## config.mk

```make
export PLATFORM = sky130hd
export DESIGN_NAME = quadrature_decoder_with_acceleration
export DESIGN_NICKNAME = d
export VERILOG_FILES = /design/src/rtl/core/qdec_pkg.sv /design/src/rtl/core/qdec_fifo.sv /design/src/rtl/core/qdec_front.sv /design/src/rtl/core/qdec_back.sv /design/src/rtl/core/quadrature_decoder_with_acceleration.sv
export SDC_FILE = /design/constraint.sdc
export NUM_CORES = 1
export LEC_CHECK = 0
export BUFFER_PORTS_ARGS = -buffer_cell sky130_fd_sc_hd__buf_2
export CORE_ASPECT_RATIO = 0.5
export CORE_MARGIN = 2
export CORE_UTILIZATION = 30
export DETAILED_ROUTE_END_ITERATION = 16
export GPL_ROUTABILITY_DRIVEN = 0
export SYNTH_ARGS = -nofsm -noshare
export SYNTH_HDL_FRONTEND = slang
export SYNTH_SLANG_ARGS = --single-unit
export TNS_END_PERCENT = 1
```

## constraint.sdc

```tcl
create_clock -name i_clk -period 9.3 [get_ports i_clk]
set_input_delay 1.86 -clock i_clk [delete_from_list [all_inputs] [get_ports i_clk]]
set_output_delay 1.86 -clock i_clk [all_outputs]
set_load 0.01 [all_outputs]
```

## src/rtl/core/qdec_pkg.sv

```systemverilog
// Shared types, constants and helper functions for the quadrature decoder.
`default_nettype none
package qdec_pkg;

    localparam int TIME_W     = 32;
    localparam int THRESH_W   = 16;
    localparam int SCALE_W    = 4;
    localparam int STEP_W     = 5;
    localparam int SUM_W      = 5;
    localparam int AB_W       = 2;
    localparam int QUEUE_DEPTH = 2;

    // Config register indexes (paddr[4:2])
    localparam logic [2:0] REG_TPC         = 3'd0;
    localparam logic [2:0] REG_FAST_BELOW  = 3'd1;
    localparam logic [2:0] REG_MED_BELOW   = 3'd2;
    localparam logic [2:0] REG_FAST_MULT   = 3'd3;
    localparam logic [2:0] REG_MED_MULT    = 3'd4;

    localparam logic [SCALE_W-1:0]  TPC_RST        = 4'd4;
    localparam logic [THRESH_W-1:0] FAST_BELOW_RST = 16'd35;
    localparam logic [THRESH_W-1:0] MED_BELOW_RST  = 16'd80;
    localparam logic [SCALE_W-1:0]  FAST_MULT_RST  = 4'd4;
    localparam logic [SCALE_W-1:0]  MED_MULT_RST   = 4'd2;

    typedef struct packed {
        logic [SCALE_W-1:0]  tpc;
        logic [THRESH_W-1:0] fast_below;
        logic [THRESH_W-1:0] med_below;
        logic [SCALE_W-1:0]  fast_mult;
        logic [SCALE_W-1:0]  med_mult;
    } t_cfg;

    // 4x decode: index is {previous AB, current AB}
    function automatic logic signed [1:0] ab_step(input logic [3:0] idx);
        logic signed [1:0] r;
        case (idx) inside
            4'd1, 4'd7, 4'd8, 4'd14:  r = 2'sb01;
            4'd2, 4'd4, 4'd11, 4'd13: r = 2'sb11;
            default:                  r = 2'sb00;
        endcase
        return r;
    endfunction

    // Clamp a 4-bit setting into 1..8
    function automatic logic [SCALE_W-1:0] sat_1_8(input logic [SCALE_W-1:0] v);
        logic [SCALE_W-1:0] r;
        case (v) inside
            4'd0:         r = 4'd1;
            [4'd9:4'd15]: r = 4'd8;
            default:      r = v;
        endcase
        return r;
    endfunction

endpackage
`default_nettype wire

```

## src/rtl/core/qdec_fifo.sv

```systemverilog
// Small register-based queue used between the decoder stages and at the output.
`default_nettype none
module qdec_fifo #(
    parameter int WIDTH = 8,
    parameter int DEPTH = 2
) (
    input  wire logic             i_clk,
    input  wire logic             i_rst_n,
    input  wire logic             i_push,
    input  wire logic [WIDTH-1:0] i_data,
    output logic                  o_full,
    input  wire logic             i_pop,
    output logic [WIDTH-1:0]      o_data,
    output logic                  o_empty
);
    localparam int AW = (DEPTH > 1) ? $clog2(DEPTH) : 1;
    localparam int CW = $clog2(DEPTH + 1);

    logic [WIDTH-1:0] r_mem [DEPTH];
    logic [AW-1:0]    r_wr_ptr, n_wr_ptr;
    logic [AW-1:0]    r_rd_ptr, n_rd_ptr;
    logic [CW-1:0]    r_count,  n_count;
    logic             do_push, do_pop;

    assign o_full  = (r_count == CW'(DEPTH));
    assign o_empty = (r_count == '0);
    assign o_data  = r_mem[r_rd_ptr];
    assign do_push = i_push && !o_full;
    assign do_pop  = i_pop && !o_empty;

    always_comb begin
        n_wr_ptr = r_wr_ptr;
        n_rd_ptr = r_rd_ptr;
        n_count  = r_count;
        if (do_push) begin
            n_wr_ptr = (r_wr_ptr == AW'(DEPTH - 1)) ? '0 : r_wr_ptr + 1'b1;
        end
        if (do_pop) begin
            n_rd_ptr = (r_rd_ptr == AW'(DEPTH - 1)) ? '0 : r_rd_ptr + 1'b1;
        end
        if (do_push && !do_pop) begin
            n_count = r_count + 1'b1;
        end else if (do_pop && !do_push) begin
            n_count = r_count - 1'b1;
        end
    end

    always_ff @(posedge i_clk) begin
        if (!i_rst_n) begin
            r_wr_ptr <= '0;
            r_rd_ptr <= '0;
            r_count  <= '0;
        end else begin
            r_wr_ptr <= n_wr_ptr;
            r_rd_ptr <= n_rd_ptr;
            r_count  <= n_count;
        end
    end

    always_ff @(posedge i_clk) begin
        if (do_push) begin
            r_mem[r_wr_ptr] <= i_data;
        end
    end

endmodule
`default_nettype wire

```

## src/rtl/core/qdec_front.sv

```systemverilog
// Input classifier: drops items for absent channels and packs the rest for the back end.
`default_nettype none
module qdec_front #(
    parameter int CHANNELS = 6,
    parameter int CH_W     = 3,
    parameter int ITEM_W   = 38
) (
    input  wire logic                         i_push,
    input  wire logic                         i_q_full,
    input  wire logic                         i_mode,
    input  wire logic [CH_W-1:0]              i_channel,
    input  wire logic [qdec_pkg::AB_W-1:0]    i_ab_level,
    input  wire logic [qdec_pkg::TIME_W-1:0]  i_now_ms,
    output logic                              o_full,
    output logic                              o_q_push,
    output logic [ITEM_W-1:0]                 o_item
);
    logic in_range;

    assign in_range = ({1'b0, i_channel} < (CH_W + 1)'(CHANNELS));
    assign o_full   = i_q_full;
    // out-of-range channels are taken and dropped here
    assign o_q_push = i_push && !i_q_full && in_range;
    assign o_item   = {i_mode, i_channel, i_ab_level, i_now_ms};

endmodule
`default_nettype wire

```

## src/rtl/core/qdec_back.sv

```systemverilog
// Per-channel decode state, click accumulation and acceleration scaling.
`default_nettype none
module qdec_back #(
    parameter int CHANNELS = 6,
    parameter int CH_W     = 3,
    parameter int ID_W     = 3,
    parameter int ITEM_W   = 38,
    parameter int RES_W    = 8
) (
    input  wire logic              i_clk,
    input  wire logic              i_rst_n,
    input  wire qdec_pkg::t_cfg    i_cfg,
    input  wire logic              i_q_empty,
    input  wire logic [ITEM_W-1:0] i_item,
    output logic                   o_q_pop,
    input  wire logic              i_res_full,
    output logic                   o_res_push,
    output logic [RES_W-1:0]       o_result
);
    localparam int SW = qdec_pkg::SUM_W;

    logic [qdec_pkg::AB_W-1:0]    r_last_ab    [CHANNELS];
    logic signed [SW-1:0]         r_sum        [CHANNELS];
    logic [qdec_pkg::TIME_W-1:0]  r_last_click [CHANNELS];

    logic [qdec_pkg::AB_W-1:0]    n_ab;
    logic signed [SW-1:0]         n_sum;
    logic [qdec_pkg::TIME_W-1:0]  n_click;

    logic                          it_mode;
    logic [CH_W-1:0]               it_ch;
    logic [qdec_pkg::AB_W-1:0]     it_ab;
    logic [qdec_pkg::TIME_W-1:0]   it_now;

    logic                          go;
    logic signed [1:0]             step;
    logic [qdec_pkg::SCALE_W-1:0]  limit;
    logic signed [SW-1:0]          lim_pos, lim_neg, sum_raw, sum_clamp;
    logic                          hit_pos, hit_neg, click;
    logic [qdec_pkg::TIME_W-1:0]   dt;
    logic [qdec_pkg::SCALE_W-1:0]  mult;
    logic signed [qdec_pkg::STEP_W-1:0] mag, value;
    logic [ID_W-1:0]               enc_id;

    assign {it_mode, it_ch, it_ab, it_now} = i_item;

    // one item a cycle whenever an item is waiting and the result queue has room
    assign go      = !i_q_empty && !i_res_full;
    assign o_q_pop = go;

    assign step      = qdec_pkg::ab_step({r_last_ab[it_ch], it_ab});
    assign limit     = qdec_pkg::sat_1_8(i_cfg.tpc);
    assign lim_pos   = $signed({1'b0, limit});
    assign lim_neg   = -lim_pos;
    assign sum_raw   = r_sum[it_ch] + {{(SW - 2){step[1]}}, step};
    assign sum_clamp = (sum_raw > lim_pos) ? lim_pos :
                       (sum_raw < lim_neg) ? lim_neg : sum_raw;
    assign hit_pos   = (sum_clamp >= lim_pos);
    assign hit_neg   = (sum_clamp <= lim_neg);
    assign click     = !it_mode && (step != 2'sb00) && (hit_pos || hit_neg);

    // wrapping interval since this channel's previous click
    assign dt = it_now - r_last_click[it_ch];

    always_comb begin
        if (dt < {{(qdec_pkg::TIME_W - qdec_pkg::THRESH_W){1'b0}}, i_cfg.fast_below}) begin
            mult = qdec_pkg::sat_1_8(i_cfg.fast_mult);
        end else if (dt < {{(qdec_pkg::TIME_W - qdec_pkg::THRESH_W){1'b0}},
                           i_cfg.med_below}) begin
            mult = qdec_pkg::sat_1_8(i_cfg.med_mult);
        end else begin
            mult = qdec_pkg::SCALE_W'(1);
        end
    end

    assign mag    = $signed({1'b0, mult});
    assign value  = hit_pos ? mag : -mag;
    assign enc_id = ID_W'(it_ch) + ID_W'(1);

    assign o_res_push = go && click;
    assign o_result   = {enc_id, value};

    always_comb begin
        n_ab    = it_ab;
        n_sum   = r_sum[it_ch];
        n_click = r_last_click[it_ch];
        if (it_mode) begin
            n_sum   = '0;
            n_click = it_now;
        end else if (click) begin
            n_sum   = '0;
            n_click = it_now;
        end else if (step != 2'sb00) begin
            n_sum = sum_clamp;
        end
    end

    always_ff @(posedge i_clk) begin
        if (!i_rst_n) begin
            for (int i = 0; i < CHANNELS; i++) begin
                r_last_ab[i]    <= '0;
                r_sum[i]        <= '0;
                r_last_click[i] <= '0;
            end
        end else if (go) begin
            r_last_ab[it_ch]    <= n_ab;
            r_sum[it_ch]        <= n_sum;
            r_last_click[it_ch] <= n_click;
        end
    end

endmodule
`default_nettype wire

```

## src/rtl/core/quadrature_decoder_with_acceleration.sv

```systemverilog
// Top level of the multi-channel quadrature decoder with click acceleration.
`default_nettype none
// Multi-channel rotary quadrature decoder. Each transfer on the input queue
// names a channel, its current A/B levels (A in bit 1) and a millisecond
// timestamp. A sample item (mode 0) decodes the A/B change 4x, accumulates it
// per channel and, once transitions_per_click is reached, emits one click on
// the result queue: encoder_id is channel + 1, step_value is +/-1 times the
// fast, medium or unit multiplier picked from the time since that channel's
// last click. An init item (mode 1) loads A/B and timestamp and clears the
// sum; it never emits. Items for channels >= CHANNELS are taken and dropped.
// Throughput is one item per clock: the front classifier feeds a two-entry
// queue, the back end reads, updates and writes back the channel's state
// registers as it pops each item, and results go into a two-entry output queue.
// An item is registered in the first queue, its click in the output queue. The
// back end stalls only when the output queue is full. Configuration is written
// through the APB port (register i at byte address 4*i) while the block is
// idle; registers 0 and 3..4 are 4 bits, 1..2 are 16 bits.
module quadrature_decoder_with_acceleration #(
    parameter int CHANNELS = 6
) (
    input  wire logic       i_clk,
    input  wire logic       i_rst_n,
    // input queue
    input  wire logic       push,
    output logic            full,
    input  wire logic       i_mode,
    input  wire logic [((CHANNELS > 1) ? $clog2(CHANNELS) : 1)-1:0] i_channel,
    input  wire logic [1:0] i_ab_level,
    input  wire logic [31:0] i_now_ms,
    // result queue
    output logic            empty,
    input  wire logic       pop,
    output logic [$clog2(CHANNELS + 1)-1:0] o_encoder_id,
    output logic signed [4:0] o_step_value,
    // configuration
    input  wire logic       psel,
    input  wire logic       penable,
    input  wire logic       pwrite,
    input  wire logic [4:0] paddr,
    input  wire logic [31:0] pwdata,
    output logic [31:0]     prdata,
    output logic            pready
);
    localparam int CH_W   = (CHANNELS > 1) ? $clog2(CHANNELS) : 1;
    localparam int ID_W   = $clog2(CHANNELS + 1);
    localparam int ITEM_W = 1 + CH_W + qdec_pkg::AB_W + qdec_pkg::TIME_W;
    localparam int RES_W  = ID_W + qdec_pkg::STEP_W;

    // ---------------- configuration registers ----------------
    qdec_pkg::t_cfg r_cfg, n_cfg;
    logic           cfg_wr;
    logic [2:0]     reg_idx;

    assign pready  = 1'b1;
    assign reg_idx = paddr[4:2];
    assign cfg_wr  = psel && penable && pwrite && pready;

    always_comb begin
        n_cfg = r_cfg;
        if (cfg_wr) begin
            case (reg_idx)
                qdec_pkg::REG_TPC:        n_cfg.tpc        = pwdata[3:0];
                qdec_pkg::REG_FAST_BELOW: n_cfg.fast_below = pwdata[15:0];
                qdec_pkg::REG_MED_BELOW:  n_cfg.med_below  = pwdata[15:0];
                qdec_pkg::REG_FAST_MULT:  n_cfg.fast_mult  = pwdata[3:0];
                qdec_pkg::REG_MED_MULT:   n_cfg.med_mult   = pwdata[3:0];
                default:                  n_cfg = r_cfg; // unmapped: ignored
            endcase
        end
    end

    always_ff @(posedge i_clk) begin
        if (!i_rst_n) begin
            r_cfg.tpc        <= qdec_pkg::TPC_RST;
            r_cfg.fast_below <= qdec_pkg::FAST_BELOW_RST;
            r_cfg.med_below  <= qdec_pkg::MED_BELOW_RST;
            r_cfg.fast_mult  <= qdec_pkg::FAST_MULT_RST;
            r_cfg.med_mult   <= qdec_pkg::MED_MULT_RST;
        end else begin
            r_cfg <= n_cfg;
        end
    end

    // register readback
    always_comb begin
        case (reg_idx)
            qdec_pkg::REG_TPC:        prdata = {28'd0, r_cfg.tpc};
            qdec_pkg::REG_FAST_BELOW: prdata = {16'd0, r_cfg.fast_below};
            qdec_pkg::REG_MED_BELOW:  prdata = {16'd0, r_cfg.med_below};
            qdec_pkg::REG_FAST_MULT:  prdata = {28'd0, r_cfg.fast_mult};
            qdec_pkg::REG_MED_MULT:   prdata = {28'd0, r_cfg.med_mult};
            default:                  prdata = 32'd0;
        endcase
    end

    // ---------------- front: classify and enqueue ----------------
    logic              mq_push, mq_full, mq_pop, mq_empty;
    logic [ITEM_W-1:0] mq_wdata, mq_rdata;

    qdec_front #(
        .CHANNELS (CHANNELS),
        .CH_W     (CH_W),
        .ITEM_W   (ITEM_W)
    ) u_front (
        .i_push     (push),
        .i_q_full   (mq_full),
        .i_mode     (i_mode),
        .i_channel  (i_channel),
        .i_ab_level (i_ab_level),
        .i_now_ms   (i_now_ms),
        .o_full     (full),
        .o_q_push   (mq_push),
        .o_item     (mq_wdata)
    );

    // decouples the classifier from the channel-state update
    qdec_fifo #(
        .WIDTH (ITEM_W),
        .DEPTH (qdec_pkg::QUEUE_DEPTH)
    ) u_mid_q (
        .i_clk   (i_clk),
        .i_rst_n (i_rst_n),
        .i_push  (mq_push),
        .i_data  (mq_wdata),
        .o_full  (mq_full),
        .i_pop   (mq_pop),
        .o_data  (mq_rdata),
        .o_empty (mq_empty)
    );

    // ---------------- back: channel state and clicks ----------------
    logic             rq_push, rq_full;
    logic [RES_W-1:0] rq_wdata, rq_rdata;

    qdec_back #(
        .CHANNELS (CHANNELS),
        .CH_W     (CH_W),
        .ID_W     (ID_W),
        .ITEM_W   (ITEM_W),
        .RES_W    (RES_W)
    ) u_back (
        .i_clk      (i_clk),
        .i_rst_n    (i_rst_n),
        .i_cfg      (r_cfg),
        .i_q_empty  (mq_empty),
        .i_item     (mq_rdata),
        .o_q_pop    (mq_pop),
        .i_res_full (rq_full),
        .o_res_push (rq_push),
        .o_result   (rq_wdata)
    );

    // result queue: oldest click sits on the outputs while empty is low
    qdec_fifo #(
        .WIDTH (RES_W),
        .DEPTH (qdec_pkg::QUEUE_DEPTH)
    ) u_res_q (
        .i_clk   (i_clk),
        .i_rst_n (i_rst_n),
        .i_push  (rq_push),
        .i_data  (rq_wdata),
        .o_full  (rq_full),
        .i_pop   (pop),
        .o_data  (rq_rdata),
        .o_empty (empty)
    );

    assign o_encoder_id = rq_rdata[RES_W-1:qdec_pkg::STEP_W];
    assign o_step_value = $signed(rq_rdata[qdec_pkg::STEP_W-1:0]);

endmodule
`default_nettype wire

```

==> out/metrics.csv <==
stage,metric,value,unit
clock_tree,Max Root-Sink Buffers,3,
clock_tree,Resized Gates After CTS,0,
clock_tree,TritonCTS clock tree,done,
cells_and_area,synthesis-to-layout area growth,12.4,%
yosys,mapped cell area,23600,um^2
cells_and_area,layout cells sized above 1,17.8,%
global_routing,gr usage total,14.9,%
critical_path,worst-path fanout max,22,
timing,setup TNS,0,ns
clock_tree,CTS root buffer,clkbuf_16,
critical_path,Worst Setup End Kind,register,
critical_path,worst reg2reg endpoint,u_back.r_last_click[7][23],
timing,Final Hold Fails,0,
global_routing,global route total overflow,0,
floorplanning,Die Y,202,um
clock_tree,clock sink count,458,
clock_tree,Num CTS Buffers,47,
timing,unrepaired setup endpoints after global routing,no,
global_routing,initial antenna violation count,1,
cells_and_area,final-layout fill cell count,7604,
yosys,"flops & latches, synth",458,
critical_path,"Req. time, crit path",9.68,ns
clock_tree,Clock Latency Late Sink,0.59,ns
drt,highest metal used,met4,
placement,IO Port Bufs,89,
cells_and_area,Util after Layout,34.2,%
drt,wire length on met1,26.8,mm
yosys,dominant synthesized flop cell,edfxtp_1,
clock_tree,# hold bufs at CTS,0,
yosys,Post-synth EDFFs,404,
critical_path,slowest CP cell,mux2i_4,
critical_path,critical path type,register to register,
timing,Slew @ Worst Pin,1.10,ns
floorplanning,initial core utilization,30.4,%
yosys,cells after synthesis,1914,
critical_path,CP bufs+invs,6,
min_path,hold path startpoint,r_cfg[35],
floorplanning,I/O pin count,125,
global_routing,largest net degree at the start of global routing,67,
floorplanning,Die Wd,400,um
critical_path,max incr delay on CP,0.46,ns
cells_and_area,Storage cell area,13200,um^2
clock_tree,setup bufs post-CTS,0,
global_routing,vias in the first global route,15800,
floorplanning,core area,77600,um^2
clock_tree,CTS HTree Levels,2,
drt,drt pass-1 iters,5,
timing,Slew Limit Fails,0,
floorplanning,FP Rows,72,
yosys,Cell variety after synth,80,
placement,dpl hpwl,38.5,mm
timing,post-route minimum period,8.52,ns
timing,skew final,0.0305,ns
critical_path,CP startpoint kind,register,
critical_path,crit path DAT,8.90,ns
drt,met2 wire length,29.7,mm
drt,drt initial violations,1398,
floorplanning,Die ar.,81000,um^2
yosys,Yosys warning total,0,
drt,Detail Route met3 WL,3.03,mm
min_path,type of the worst min-delay path,register to register,
min_path,worst hold stages,2,
timing,f_max,0.117,GHz
drt,DRC,0,
drt,vias per cell,5.23,
yosys,sequential area share after synthesis,56.1,%
yosys,Synth Area per Inst,12.3,um^2
drt,WL final,61.0,mm
min_path,sink of the worst hold path,r_cfg[35],
critical_path,"reg-to-reg slack, setup",0.78,ns
cells_and_area,final net count,2125,
global_routing,wire length of the first global-routing pass,94.1,mm
cells_and_area,Multi-input gate area,9590,um^2
yosys,Post-synth ARST share,0,%
status,status,finished clean,
critical_path,R2R depth,31,
timing,setup violators final,0,
timing,fin crit share,91.6,%
timing,relative slew slack,26.6,%
drt,vias post-DR,15800,
run,Max Cap Viol,0,
drt,wire length per cell,20.1,um
critical_path,"delay-heaviest family, CP",compound AO/OA/AOI/OAI gates,
clock_tree,Worst-path clk slew,0.06,ns
drt,DRT antenna net count,0,
## cell usage in the layout (no fill, tap or decap), drive strengths merged, types with 22 or more instances in the layout
cell type	n
edfxtp	404
mux4	77
clkbuf	65
dfxtp	54
nand2	141
nor3	224
a21oi	128
nand3	29
and3	38
buf	129
nor2	93
inv	58
mux2	43
ha	86
mux2i	65
o21ai	39
a21o	22
## synth_stat cells, types with 14 or more instances
cell	n	area, um^2
clkbuf_1	88	330
buf_4	23	173
a21oi_1	121	606
mux2i_1	63	631
edfxtp_1	404	12100
xnor2_1	18	158
a22oi_1	14	105
nand2b_1	15	93.8
nand4_1	14	87.6
nor2b_1	18	113
xor2_1	19	166
mux4_2	77	1730
o21ai_0	39	195
mux2_2	43	484
nand3_1	28	140
buf_2	22	110
ha_1	86	1080
nor3_1	224	1120
a21o_1	22	165
and3_1	38	238
nand2_1	141	529
dfxtp_1	54	1080
o21a_1	19	143
inv_1	55	206
nor2_1	93	349
## final cells by class
type / instances / share of cell area, %
multi-input combinational: 1263 / 36.2
timing repair buffer: 129 / 2.86
inverter: 56 / 0.793
clock buffer: 65 / 4.85
clock inverter: 17 / 0.501
sequential: 458 / 49.9
antenna: 2 / 0.0189
tap: 1036 / 4.89
## cells by family (layout without fill, tap and decap cells)
kind of cell / after synthesis / after routing / synth area share, %
AO/OA/AOI/OAI: 305 / 305 / 8.51
adder cells (fa/ha/maj): 88 / 88 / 4.73
other: 2 / 21 / 0.0319
XOR/XNOR: 38 / 38 / 1.44
AND/OR/NAND/NOR: 628 / 628 / 13.1
multiplexers: 185 / 185 / 12.3
flip-flops: 458 / 458 / 56.1
buffers and inverters: 210 / 267 / 3.87
## registers in the layout, indices dropped and copies added (netlist names), named ones only
register and count:
u_mid_q.r_count 2, u_res_q.r_mem 16, u_mid_q.r_wr_ptr 1, u_mid_q.r_mem 76
u_res_q.r_count 2, u_res_q.r_wr_ptr 1, u_mid_q.r_rd_ptr 1, u_back.r_sum 40
u_back.r_last_ab 16, r_cfg 44, u_res_q.r_rd_ptr 1, u_back.r_last_click 256
## worst register-to-register path: cells and delay by family, from the launching register on
kind / cells / cell delay (ns)
buffers and inverters: 6 / 1.38
AND/OR/NAND/NOR: 5 / 1.18
XOR/XNOR: 4 / 1.08
multiplexers: 3 / 1.01
adder cells (fa/ha/maj): 4 / 1.33
flip-flops: 1 / 0.45
AO/OA/AOI/OAI: 9 / 1.88
## per-layer routing
layer  global-route usage [%]  vias up
li1                         -     7331
met1                     20.0     7947
met2                     25.3      449
met3                     1.66       85
met4                     4.34        0
met5                        0        -
## per-stage QoR
| step | worst slack (ns) | instance area [um^2] | std cells | hold slack (ns) |
|---|---|---|---|---|
| 3_5_place_dp | 0.825 | 25100 | 2942 | 0.468 |
| 2_1_floorplan | 1.39 | 23600 | 1931 | 0.446 |
| 6_report | 0.783 | 26500 | 3026 | 0.476 |
| 3_3_place_gp | 1.00 | 25100 | 2942 | 0.462 |
| 4_1_cts | 0.780 | 26500 | 3024 | 0.477 |
| 5_1_grt | 0.0884 | 26500 | 3025 | 0.501 |
## worst max path at each step
stage	startpoint	endpoint	slack (ns)	cells past startpoint
after floorplan	register	u_res_q.r_count[1]	1.39	31
after global placement	register	u_back.r_last_click[7][23]	1.00	31
after detailed placement	register	u_back.r_last_click[6][23]	0.82	31
after CTS	register	u_back.r_last_click[6][21]	0.78	31
after global routing	register	u_back.r_last_click[6][21]	0.09	31
final	register	u_back.r_last_click[7][23]	0.78	31
Power is left out: the tool's default activity adds up to more than one toggle a clock period on the data nets, which glitch-free logic cannot reach.
